File: config.mk
export PLATFORM = sky130hd
export DESIGN_NAME = boot_info_blob_checker_unit
export DESIGN_NICKNAME = d
export VERILOG_FILES = /design/src/rtl/bbc_pkg.sv /design/src/rtl/bbc_front.sv /design/src/rtl/bbc_queue.sv /design/src/rtl/bbc_back.sv /design/src/rtl/boot_info_blob_checker_unit.sv
export SDC_FILE = /design/constraint.sdc
export NUM_CORES = 2
export LEC_CHECK = 0
export BUFFER_PORTS_ARGS = -buffer_cell sky130_fd_sc_hd__buf_4
export CAP_MARGIN = 20
export CELL_PAD_IN_SITES_DETAIL_PLACEMENT = 1
export CELL_PAD_IN_SITES_GLOBAL_PLACEMENT = 2
export CORE_MARGIN = 1
export CORE_UTILIZATION = 39
export CTS_CLUSTER_SIZE = 25
export DETAILED_ROUTE_END_ITERATION = 8
export PLACE_DENSITY = 0.8
export SYNTH_ARGS = -nofsm -noshare
export SYNTH_HDL_FRONTEND = slang
export SYNTH_SLANG_ARGS = --single-unit
File: constraint.sdc
create_clock -name i_clk -period 24.3 [get_ports i_clk]
set_clock_uncertainty 0.2 [all_clocks]
set_input_delay 3.645 -clock i_clk [delete_from_list [all_inputs] [get_ports i_clk]]
set_output_delay 3.645 -clock i_clk [all_outputs]
set_load 0.02 [all_outputs]
File: src/rtl/bbc_pkg.sv
// Package for the boot information blob checker.
// Holds the shared types, field offsets and protocol constants; no dependencies.
package bbc_pkg;

    localparam logic [31:0] BLOB_SIGNATURE = 32'h0000_0FFA;
    localparam logic [31:0] HDR_BYTES      = 32'd32;
    localparam logic [31:0] DESC_BYTES     = 32'd32;
    localparam logic [31:0] VALUE_MAX_BYTES = 32'd8;
    localparam logic [14:0] VERSION_MAJOR  = 15'd1;

    localparam int ARR_END_W = 38;

    localparam int CFG_IDX_W = 8;
    localparam logic [CFG_IDX_W-1:0] CFG_BASE_ADDR = 8'd0;
    localparam logic [CFG_IDX_W-1:0] CFG_BUF_LIMIT = 8'd1;

    localparam logic [2:0] WORD_SIGNATURE = 3'd0;
    localparam logic [2:0] WORD_VERSION   = 3'd1;
    localparam logic [2:0] WORD_SIZE      = 3'd2;
    localparam logic [2:0] WORD_DESC_SIZE = 3'd3;
    localparam logic [2:0] WORD_COUNT     = 3'd4;
    localparam logic [2:0] WORD_OFFSET    = 3'd5;
    localparam logic [2:0] WORD_RSV0      = 3'd6;
    localparam logic [2:0] WORD_RSV1      = 3'd7;

    localparam logic [4:0] OFF_TYPE = 5'd16;
    localparam logic [4:0] OFF_RSV  = 5'd17;
    localparam logic [4:0] OFF_SIZE = 5'd20;
    localparam logic [4:0] OFF_CONT = 5'd24;
    localparam logic [4:0] OFF_LAST = 5'd31;

    localparam logic [1:0] NAME_FMT_STRING = 2'd0;
    localparam logic [1:0] CONT_FMT_ADDR   = 2'd0;
    localparam logic [1:0] CONT_FMT_VALUE  = 2'd1;

    localparam int QUEUE_DEPTH = 4;
    localparam int QPTR_W = $clog2(QUEUE_DEPTH);
    localparam logic [QPTR_W:0] QUEUE_FULL = QUEUE_DEPTH[QPTR_W:0];

    typedef enum logic [1:0] {
        K_SKIP,
        K_SMALL,
        K_HDR,
        K_ENT
    } t_kind;

    typedef enum logic [2:0] {
        ST_OK     = 3'd0,
        ST_LAYOUT = 3'd1,
        ST_SIG    = 3'd2,
        ST_VER    = 3'd3,
        ST_RSV    = 3'd4,
        ST_DESC   = 3'd5
    } t_status;

    typedef struct packed {
        t_kind      kind;
        logic [4:0] off;
        logic [7:0] data;
        logic       last;
    } t_item;

    typedef struct packed {
        logic [63:0] base;
        logic [31:0] limit;
    } t_cfg;

    typedef struct packed {
        t_status     status;
        logic [31:0] version_word;
        logic [31:0] stated_size;
        logic [31:0] entry_count;
        logic [31:0] entry_offset;
    } t_result;

endpackage

File: src/rtl/bbc_front.sv
// Front end of the blob checker: accepts bytes, tracks the byte position and
// tags each byte as header, descriptor, small-buffer or ignored. Uses bbc_pkg.
module bbc_front
    import bbc_pkg::*;
(
    input  logic       i_clk,
    input  logic       i_rst_n,
    input  t_cfg       i_cfg,
    input  logic       i_valid,
    input  logic [7:0] i_data_byte,
    input  logic       i_last_byte,
    input  logic       i_q_full,
    output logic       o_push,
    output t_item      o_item
);

    logic [31:0]          r_pos, n_pos;
    logic [31:0]          r_w4, n_w4;
    logic [31:0]          r_w5, n_w5;
    logic [ARR_END_W-1:0] r_array_end;
    logic [4:0]           w_ent_off;

    assign o_push    = i_valid && !i_q_full;
    assign w_ent_off = r_pos[4:0] - r_w5[4:0];

    always_comb begin
        o_item.data = i_data_byte;
        o_item.last = i_last_byte;
        o_item.off  = 5'd0;
        o_item.kind = K_SKIP;
        priority if (r_pos == 32'd0 && i_cfg.limit < HDR_BYTES) begin
            o_item.kind = K_SMALL;
        end else if (r_pos < HDR_BYTES) begin
            o_item.kind = K_HDR;
            o_item.off  = r_pos[4:0];
        end else if (r_pos >= r_w5 && {6'd0, r_pos} < r_array_end) begin
            o_item.kind = K_ENT;
            o_item.off  = w_ent_off;
        end else begin
            o_item.kind = K_SKIP;
        end
    end

    always_comb begin
        n_pos = r_pos;
        n_w4  = r_w4;
        n_w5  = r_w5;
        if (o_push) begin
            if (i_last_byte) begin
                n_pos = 32'd0;
                n_w4  = 32'd0;
                n_w5  = 32'd0;
            end else begin
                if (r_pos != 32'hFFFF_FFFF) begin
                    n_pos = r_pos + 32'd1;
                end
                if (o_item.kind == K_HDR && r_pos[4:2] == WORD_COUNT) begin
                    n_w4[{r_pos[1:0], 3'b000} +: 8] = i_data_byte;
                end
                if (o_item.kind == K_HDR && r_pos[4:2] == WORD_OFFSET) begin
                    n_w5[{r_pos[1:0], 3'b000} +: 8] = i_data_byte;
                end
            end
        end
    end

    always_ff @(posedge i_clk) begin
        if (!i_rst_n) begin
            r_pos       <= 32'd0;
            r_w4        <= 32'd0;
            r_w5        <= 32'd0;
            r_array_end <= '0;
        end else begin
            r_pos       <= n_pos;
            r_w4        <= n_w4;
            r_w5        <= n_w5;
            r_array_end <= {6'd0, r_w5} + {1'b0, r_w4, 5'd0};
        end
    end

endmodule

File: src/rtl/bbc_queue.sv
// Short queue of tagged bytes between the front end and the back end.
// Uses the item type and depth from bbc_pkg.
module bbc_queue
    import bbc_pkg::*;
(
    input  logic  i_clk,
    input  logic  i_rst_n,
    input  logic  i_push,
    input  t_item i_item,
    input  logic  i_pop,
    output logic  o_full,
    output logic  o_empty,
    output t_item o_item
);

    t_item             r_mem [QUEUE_DEPTH];
    logic [QPTR_W-1:0] r_wr_ptr;
    logic [QPTR_W-1:0] r_rd_ptr;
    logic [QPTR_W:0]   r_count;

    assign o_full  = r_count == QUEUE_FULL;
    assign o_empty = r_count == '0;
    assign o_item  = r_mem[r_rd_ptr];

    always_ff @(posedge i_clk) begin
        if (i_push) begin
            r_mem[r_wr_ptr] <= i_item;
        end
    end

    always_ff @(posedge i_clk) begin
        if (!i_rst_n) begin
            r_wr_ptr <= '0;
            r_rd_ptr <= '0;
            r_count  <= '0;
        end else begin
            if (i_push) begin
                r_wr_ptr <= r_wr_ptr + 1'b1;
            end
            if (i_pop) begin
                r_rd_ptr <= r_rd_ptr + 1'b1;
            end
            unique case ({i_push, i_pop})
                2'b10:   r_count <= r_count + 1'b1;
                2'b01:   r_count <= r_count - 1'b1;
                default: r_count <= r_count;
            endcase
        end
    end

endmodule

File: src/rtl/bbc_back.sv
// Back end of the blob checker: assembles the header and descriptor fields,
// runs the header and descriptor checks and holds the result. Uses bbc_pkg.
module bbc_back
    import bbc_pkg::*;
(
    input  logic    i_clk,
    input  logic    i_rst_n,
    input  t_cfg    i_cfg,
    input  logic    i_empty,
    input  t_item   i_item,
    output logic    o_pop,
    output logic    o_out_valid,
    input  logic    i_out_stall,
    output t_result o_result
);

    logic [31:0]          r_hw [8];
    logic [31:0]          n_hw [8];
    logic [31:0]          w_hw_upd [8];
    logic [ARR_END_W-1:0] r_array_end;
    logic [63:0]          r_blob_end;
    logic [31:0]          r_ent_pos, n_ent_pos;
    logic                 r_name_zero, n_name_zero;
    logic [7:0]           r_etype, n_etype;
    logic [7:0]           r_eres, n_eres;
    logic [15:0]          r_eflags, n_eflags;
    logic [31:0]          r_esize, n_esize;
    logic [63:0]          r_econt, n_econt;
    logic                 r_verdict, n_verdict;
    logic                 r_out_valid;
    t_result              r_result;

    logic        w_ready;
    logic        w_emit;
    t_status     w_st;
    t_status     w_hdr_st;
    t_status     w_ent_st;
    logic [63:0] w_cont;
    logic [63:0] w_room;
    logic [1:0]  w_name_fmt;
    logic [1:0]  w_cont_fmt;

    assign w_ready     = !r_out_valid || !i_out_stall;
    assign o_pop       = !i_empty && w_ready;
    assign o_out_valid = r_out_valid;
    assign o_result    = r_result;

    always_comb begin
        w_hw_upd = r_hw;
        if (o_pop && !r_verdict && i_item.kind == K_HDR) begin
            w_hw_upd[i_item.off[4:2]][{i_item.off[1:0], 3'b000} +: 8] = i_item.data;
        end
    end

    always_comb begin
        w_hdr_st = ST_OK;
        priority if (w_hw_upd[WORD_SIGNATURE] != BLOB_SIGNATURE) begin
            w_hdr_st = ST_SIG;
        end else if (w_hw_upd[WORD_VERSION][31] ||
                     w_hw_upd[WORD_VERSION][30:16] != VERSION_MAJOR) begin
            w_hdr_st = ST_VER;
        end else if (w_hw_upd[WORD_RSV0] != 32'd0 || w_hw_upd[WORD_RSV1] != 32'd0) begin
            w_hdr_st = ST_RSV;
        end else if (w_hw_upd[WORD_DESC_SIZE] != DESC_BYTES ||
                     w_hw_upd[WORD_OFFSET] < HDR_BYTES ||
                     w_hw_upd[WORD_OFFSET][2:0] != 3'd0 ||
                     w_hw_upd[WORD_SIZE] < HDR_BYTES ||
                     w_hw_upd[WORD_SIZE] > i_cfg.limit ||
                     r_array_end > {6'd0, w_hw_upd[WORD_SIZE]}) begin
            w_hdr_st = ST_LAYOUT;
        end else begin
            w_hdr_st = ST_OK;
        end
    end

    assign w_cont     = {i_item.data, r_econt[55:0]};
    assign w_room     = r_blob_end - w_cont;
    assign w_name_fmt = r_eflags[1:0];
    assign w_cont_fmt = r_eflags[3:2];

    always_comb begin
        w_ent_st = ST_OK;
        priority if (r_eres != 8'd0) begin
            w_ent_st = ST_RSV;
        end else if (r_eflags[15:4] != 12'd0 || w_name_fmt > 2'd1 || w_cont_fmt > 2'd1) begin
            w_ent_st = ST_DESC;
        end else if (w_name_fmt == NAME_FMT_STRING && !r_name_zero) begin
            w_ent_st = ST_DESC;
        end else if (!r_etype[7] && r_etype > 8'd1) begin
            w_ent_st = ST_DESC;
        end else if (w_cont_fmt == CONT_FMT_VALUE &&
                     (r_esize == 32'd0 || r_esize > VALUE_MAX_BYTES)) begin
            w_ent_st = ST_DESC;
        end else if (w_cont_fmt == CONT_FMT_ADDR &&
                     (w_cont < i_cfg.base || w_cont > r_blob_end ||
                      {32'd0, r_esize} > w_room)) begin
            w_ent_st = ST_LAYOUT;
        end else begin
            w_ent_st = ST_OK;
        end
    end

    always_comb begin
        n_hw        = w_hw_upd;
        n_ent_pos   = r_ent_pos;
        n_name_zero = r_name_zero;
        n_etype     = r_etype;
        n_eres      = r_eres;
        n_eflags    = r_eflags;
        n_esize     = r_esize;
        n_econt     = r_econt;
        n_verdict   = r_verdict;
        w_emit      = 1'b0;
        w_st        = ST_LAYOUT;
        if (o_pop) begin
            if (!r_verdict) begin
                unique case (i_item.kind)
                    K_SMALL: begin
                        w_emit    = 1'b1;
                        w_st      = ST_LAYOUT;
                        n_verdict = 1'b1;
                    end
                    K_HDR: begin
                        if (i_item.off == OFF_LAST &&
                            (w_hdr_st != ST_OK || w_hw_upd[WORD_COUNT] == 32'd0)) begin
                            w_emit    = 1'b1;
                            w_st      = w_hdr_st;
                            n_verdict = 1'b1;
                        end
                    end
                    K_ENT: begin
                        priority if (i_item.off < OFF_TYPE) begin
                            if (i_item.data == 8'd0) begin
                                n_name_zero = 1'b1;
                            end
                        end else if (i_item.off == OFF_TYPE) begin
                            n_etype = i_item.data;
                        end else if (i_item.off == OFF_RSV) begin
                            n_eres = i_item.data;
                        end else if (i_item.off < OFF_SIZE) begin
                            n_eflags[{i_item.off[0], 3'b000} +: 8] = i_item.data;
                        end else if (i_item.off < OFF_CONT) begin
                            n_esize[{i_item.off[1:0], 3'b000} +: 8] = i_item.data;
                        end else begin
                            n_econt[{i_item.off[2:0], 3'b000} +: 8] = i_item.data;
                        end
                        if (i_item.off == OFF_LAST) begin
                            n_name_zero = 1'b0;
                            n_etype     = 8'd0;
                            n_eres      = 8'd0;
                            n_eflags    = 16'd0;
                            n_esize     = 32'd0;
                            n_econt     = 64'd0;
                            n_ent_pos   = r_ent_pos + 32'd1;
                            if (w_ent_st != ST_OK || n_ent_pos == r_hw[WORD_COUNT]) begin
                                w_emit    = 1'b1;
                                w_st      = w_ent_st;
                                n_verdict = 1'b1;
                            end
                        end
                    end
                    K_SKIP: begin
                    end
                endcase
            end
            if (i_item.last) begin
                if (!n_verdict) begin
                    w_emit = 1'b1;
                    w_st   = ST_LAYOUT;
                end
                n_hw        = '{default: '0};
                n_ent_pos   = 32'd0;
                n_name_zero = 1'b0;
                n_etype     = 8'd0;
                n_eres      = 8'd0;
                n_eflags    = 16'd0;
                n_esize     = 32'd0;
                n_econt     = 64'd0;
                n_verdict   = 1'b0;
            end
        end
    end

    always_ff @(posedge i_clk) begin
        if (!i_rst_n) begin
            r_hw        <= '{default: '0};
            r_array_end <= '0;
            r_blob_end  <= 64'd0;
            r_ent_pos   <= 32'd0;
            r_name_zero <= 1'b0;
            r_etype     <= 8'd0;
            r_eres      <= 8'd0;
            r_eflags    <= 16'd0;
            r_esize     <= 32'd0;
            r_econt     <= 64'd0;
            r_verdict   <= 1'b0;
            r_out_valid <= 1'b0;
        end else begin
            r_hw        <= n_hw;
            r_array_end <= {6'd0, r_hw[WORD_OFFSET]} + {1'b0, r_hw[WORD_COUNT], 5'd0};
            r_blob_end  <= i_cfg.base + {32'd0, r_hw[WORD_SIZE]};
            r_ent_pos   <= n_ent_pos;
            r_name_zero <= n_name_zero;
            r_etype     <= n_etype;
            r_eres      <= n_eres;
            r_eflags    <= n_eflags;
            r_esize     <= n_esize;
            r_econt     <= n_econt;
            r_verdict   <= n_verdict;
            if (o_pop && w_emit) begin
                r_out_valid <= 1'b1;
            end else if (!i_out_stall) begin
                r_out_valid <= 1'b0;
            end
        end
    end

    always_ff @(posedge i_clk) begin
        if (o_pop && w_emit) begin
            r_result.status       <= w_st;
            r_result.version_word <= w_hw_upd[WORD_VERSION];
            r_result.stated_size  <= w_hw_upd[WORD_SIZE];
            r_result.entry_count  <= w_hw_upd[WORD_COUNT];
            r_result.entry_offset <= w_hw_upd[WORD_OFFSET];
        end
    end

endmodule

File: src/rtl/boot_info_blob_checker_unit.sv
// Top level of the boot information blob checker.
// Holds the configuration registers and joins bbc_front, bbc_queue and bbc_back.
//
//   Channel  Direction  Handshake                   Payload
//   input    in         i_in_valid / o_in_stall     i_data_byte, i_last_byte
//   result   out        o_out_valid / i_out_stall   o_status and four header words
//   config   in         i_cfg_wr_en                 i_cfg_index, i_cfg_wr_data
//
// One byte transaction is taken per cycle while o_in_stall is low; the byte that
// decides a result passes through the queue, then the result register holds it.
// Reset is synchronous and clears the configuration and the blob state, but not
// the result fields or queue storage. The input stalls only when the four-entry
// queue is full, which happens when the result register is held by a stalled output.
module boot_info_blob_checker_unit
    import bbc_pkg::*;
(
    input  logic                 i_clk,
    input  logic                 i_rst_n,
    input  logic                 i_cfg_wr_en,
    input  logic [CFG_IDX_W-1:0] i_cfg_index,
    input  logic [63:0]          i_cfg_wr_data,
    input  logic                 i_in_valid,
    output logic                 o_in_stall,
    input  logic [7:0]           i_data_byte,
    input  logic                 i_last_byte,
    output logic                 o_out_valid,
    input  logic                 i_out_stall,
    output logic [2:0]           o_status,
    output logic [31:0]          o_version_word,
    output logic [31:0]          o_stated_size,
    output logic [31:0]          o_entry_count,
    output logic [31:0]          o_entry_offset
);

    t_cfg    r_cfg;
    logic    w_push;
    logic    w_pop;
    logic    w_q_full;
    logic    w_q_empty;
    t_item   w_front_item;
    t_item   w_q_item;
    t_result w_result;

    always_ff @(posedge i_clk) begin
        if (!i_rst_n) begin
            r_cfg <= '0;
        end else if (i_cfg_wr_en) begin
            unique case (i_cfg_index)
                CFG_BASE_ADDR: r_cfg.base  <= i_cfg_wr_data;
                CFG_BUF_LIMIT: r_cfg.limit <= i_cfg_wr_data[31:0];
                default: begin
                end
            endcase
        end
    end

    bbc_front u_front (
        .i_clk       (i_clk),
        .i_rst_n     (i_rst_n),
        .i_cfg       (r_cfg),
        .i_valid     (i_in_valid),
        .i_data_byte (i_data_byte),
        .i_last_byte (i_last_byte),
        .i_q_full    (w_q_full),
        .o_push      (w_push),
        .o_item      (w_front_item)
    );

    bbc_queue u_queue (
        .i_clk   (i_clk),
        .i_rst_n (i_rst_n),
        .i_push  (w_push),
        .i_item  (w_front_item),
        .i_pop   (w_pop),
        .o_full  (w_q_full),
        .o_empty (w_q_empty),
        .o_item  (w_q_item)
    );

    bbc_back u_back (
        .i_clk       (i_clk),
        .i_rst_n     (i_rst_n),
        .i_cfg       (r_cfg),
        .i_empty     (w_q_empty),
        .i_item      (w_q_item),
        .o_pop       (w_pop),
        .o_out_valid (o_out_valid),
        .i_out_stall (i_out_stall),
        .o_result    (w_result)
    );

    assign o_in_stall     = w_q_full;
    assign o_status       = w_result.status;
    assign o_version_word = w_result.version_word;
    assign o_stated_size  = w_result.stated_size;
    assign o_entry_count  = w_result.entry_count;
    assign o_entry_offset = w_result.entry_offset;

`ifndef SYNTHESIS
    a_status_range: assert property (@(posedge i_clk) disable iff (!i_rst_n)
        o_out_valid |-> o_status <= ST_DESC)
        else $error("Result status code out of range.");

    a_ok_version: assert property (@(posedge i_clk) disable iff (!i_rst_n)
        (o_out_valid && o_status == ST_OK) |->
            (!o_version_word[31] && o_version_word[30:16] == VERSION_MAJOR))
        else $error("Passing result carries a bad version word.");

    a_ok_offset: assert property (@(posedge i_clk) disable iff (!i_rst_n)
        (o_out_valid && o_status == ST_OK) |->
            (o_entry_offset[2:0] == 3'd0 && o_entry_offset >= HDR_BYTES &&
             o_stated_size >= HDR_BYTES))
        else $error("Passing result carries a bad layout.");

    a_queue_state: assert property (@(posedge i_clk) disable iff (!i_rst_n)
        !(w_q_full && w_q_empty))
        else $error("Queue reports full and empty at once.");
`endif

endmodule
==> summary.txt <==
Placement
  • Setup WS pre-CTS: 13.81 ns
  • Port buffer count: 218
  • Placed cells: 7631
  • Post-DP HPWL: 145.7 mm
  • RD Place Congestion: 0.9186
  • Placed Instance Area: 53840 um2

Finish
  • Fraction of layout cells with a size suffix above 1: 8.722%
  • Finished Core Util: 45.07%
  • Filler cell count: 14900
  • Design area: 57700 um2
  • # nets final: 6496
  • Area occupied by multi-input gates: 27360 um2
  • Register area: 20890 um2
  • Fin cells: 7841
  • Area grow syn2layout: 14.10%

STA
  • Hold slack: 0.2657 ns
  • RSZ-0062 raised after global routing: no
  • Fin crit share: 40.81%
  • Setup violators final: 0
  • Fin crit period: 9.916 ns
  • Setup_tns: 0 ns
  • Normalized max-slew margin: 21.17%
  • Final count of hold timing violations: 0
  • Slew Viols, Final: 0
  • Final worst slack: 14.38 ns
  • Worst Max-Slew Pin Slew: 1.182 ns
  • Fmax: 100.8 MHz

Clocking
  • Root buffer selected by CTS: clkbuf_16
  • CTS Sinks: 946
  • CTS tree: yes
  • CTS max path bufs: 3
  • CTS H-tree depth: 3
  • Reg clk slew, reported paths: 0.07 ns
  • Worst-Skew Late Latency: 0.77 ns
  • Postcts setup bufs: 0
  • CTS Hold Bufs: 0
  • Total CTS buffers: 107
  • # resized after CTS: 0

Critical path
  • Setup crit end kind: register
  • Reg2Reg Setup Slack: 14.87 ns
  • Data required, critical path: 24.57 ns
  • Worst R2R Path Depth: 23
  • Critical Path AT: 10.18 ns
  • Slowest Stage Delay on Critical Path: 0.93 ns
  • RR Endpoint: u_back.o_result[102]
  • Crit Path Class: input port to register
  • CP max-delay cell: a2111oi_1
  • CP Launch Type: input port
  • CP max FO: 58

Yosys
  • Synth Net Count: 6371
  • Number of synthesized flops with an enable pin: 195
  • Cell Area, Synth: 50570 um2
  • Most common cell in the synthesized netlist: dfxtp_1
  • #FFs+latches synth: 946
  • Most frequently used flop master after synthesis: dfxtp_1
  • Yosys cell types: 89
  • FFs w/ async S/R, synth: 0%
  • Sequential area share after synthesis: 41.31%
  • Cells after synthesis: 5891
  • Largest area contributor in the netlist: dfxtp_1
  • Synth warn: 0
  • Synth top area share: 29.73%
  • Synth Area per Inst: 8.584 um2
  • Synth top cells by count: dfxtp_1 (751), nand2_1 (634), nor2_1 (614)
  • Dominant cells by area after synthesis: dfxtp_1 (30%), edfxtp_1 (12%), ha_1 (9.6%)

Power
  • Leakage: 23.39 nW
  • Gate power share: 30.8%
  • Pwr/cell area: 90.35 nW/um2
  • Clock power frac: 33.4%
  • Peak supply drop: 61.31 uV
  • Pint: 3.190 mW
  • Flop pwr share: 35.8%
  • Total power: 5.213 mW
  • P_sw: 2.023 mW
  • Sw Ratio: 38.80%

Detailed routing
  • Wire per inst: 24.82 um
  • Pre-antenna DRT Iters: 5
  • WL final: 194.6 mm
  • Vias: 44370
  • Initial DRC count: 3435
  • Via density: 5.658
  • DRC Markers: 0
  • Antenna viol nets, final: 0

Global routing
  • Vias in the first global route: 44070
  • Largest net degree at the start of global routing: 217
  • Initial antenna violation count: 7
  • Overall Global Routing Usage: 29.09%
  • First-pass GRT wire length: 286.5 mm
  • Grt total ovfl: 0

Worst hold path
  • Hold depth: 2
  • Hold endpoint: r_cfg[2]
  • Hold Crit Start: r_cfg[2]
  • Hold Crit Class: register to register

Floorplan
  • Core area: 128000 um2
  • Die width: 362.1 um
  • Effective utilization at floorplan: 39.50%
  • Die ar.: 131100 um2
  • Num rows: 131
  • Die Height: 362.1 um
  • I/O pins: 219

Run status
  • Outcome: finished, final reports clean

Flow run
  • Max-Cap Viols: 0
## worst max-delay path, delay by kind of cell
kind	cells	cell delay, ns
buf+inv	6	1.63
fa+ha+maj	1	0.31
simple gates	6	1.60
compound gates	12	2.88
## per-layer routing
| layer | part of all wire (%) | GRT usage (%) | up-vias |
|---|---|---|---|
| li1 | - | - | 20790 |
| met4 | 2.6 | 8.084 | 4 |
| met2 | 45 | 46.48 | 1274 |
| met5 | 0.015 | 0 | - |
| met1 | 46 | 40.68 | 22040 |
| met3 | 6.5 | 4.198 | 260 |
## placed cells by master, fill, tap and decap left out, drive strengths merged, types with 42 or more instances in the layout
cell type and instances:
clkinv 42, nand2b 44, nand3 173, and2 148, dfxtp 751, edfxtp 195
ha 388, nor3 119, a21o 102, buf 285, a21boi 135, clkbuf 142
nor4 76, xnor2 146, inv 351, nor2b 267, nor2 614, xor2 84
a21oi 437, nand2 635, nand4 116, a22oi 104, mux2i 47, o21ai 261
## sequential cells by signal, indices dropped and copies added, names as in the netlist, 3 cells and up, named ones only
| name | count |
|---|---|
| u_back.r_etype | 7 |
| u_back.r_array_end | 38 |
| u_back.r_blob_end | 64 |
| u_back.r_econt | 56 |
| u_back.r_esize | 32 |
| u_front.r_w4 | 32 |
| u_back.o_result | 131 |
| u_back.r_eflags | 16 |
| u_back.r_hw | 256 |
| u_back.r_ent_pos | 32 |
| u_front.r_pos | 32 |
| r_cfg | 96 |
| u_front.r_w5 | 32 |
| u_queue.r_count | 3 |
| u_front.r_array_end | 38 |
| u_queue.r_mem | 64 |
| u_back.r_eres | 8 |
## how the worst max path moves through the flow
stage / depth (start not counted) / slack (ns) / to / start
after detailed placement: 24 / 13.81 / u_back.o_result[99] / i_out_stall
after floorplan: 25 / 5.07 / u_back.o_result[0] / u_back.r_econt[0]
after global placement: 24 / 13.95 / u_back.o_result[99] / i_out_stall
after CTS: 24 / 14.60 / u_back.o_result[96] / i_out_stall
after global routing: 25 / 14.15 / u_back.o_result[98] / i_out_stall
final: 25 / 14.38 / u_back.o_result[102] / i_out_stall
## kinds of logic (layout without fill, tap and decap cells)
| family | after synthesis | count (layout) | share of synthesized area (%) |
|---|---|---|---|
| other | 0 | 1 | 0 |
| buffers and inverters | 617 | 837 | 4.664 |
| multiplexers | 65 | 65 | 1.665 |
| AO/OA/AOI/OAI | 1288 | 1288 | 15.94 |
| flip-flops | 946 | 946 | 41.31 |
| adder cells (fa/ha/maj) | 394 | 394 | 9.838 |
| XOR/XNOR | 230 | 230 | 3.984 |
| AND/OR/NAND/NOR | 2351 | 2351 | 22.60 |
## power groups by stage
stage / Sequential, mW / Combinational [mW] / Clock (mW)
floorplan: 2.04 / 0.677 / 0
global placement: 1.90 / 1.55 / 0
detailed placement: 1.90 / 1.56 / 0
CTS: 1.87 / 1.57 / 1.76
global route: 1.87 / 1.66 / 1.83
finish: 1.87 / 1.61 / 1.74
## cell type report
class	instances	area share, %
multi-input combinational	4328	47.42
sequential	946	36.21
clock buffer	142	5.129
timing repair buffer	285	3.814
tap	1729	3.749
inverter	348	2.264
clock inverter	62	1.418
antenna	1	0.004337
(Power assumes the default switching activity.)
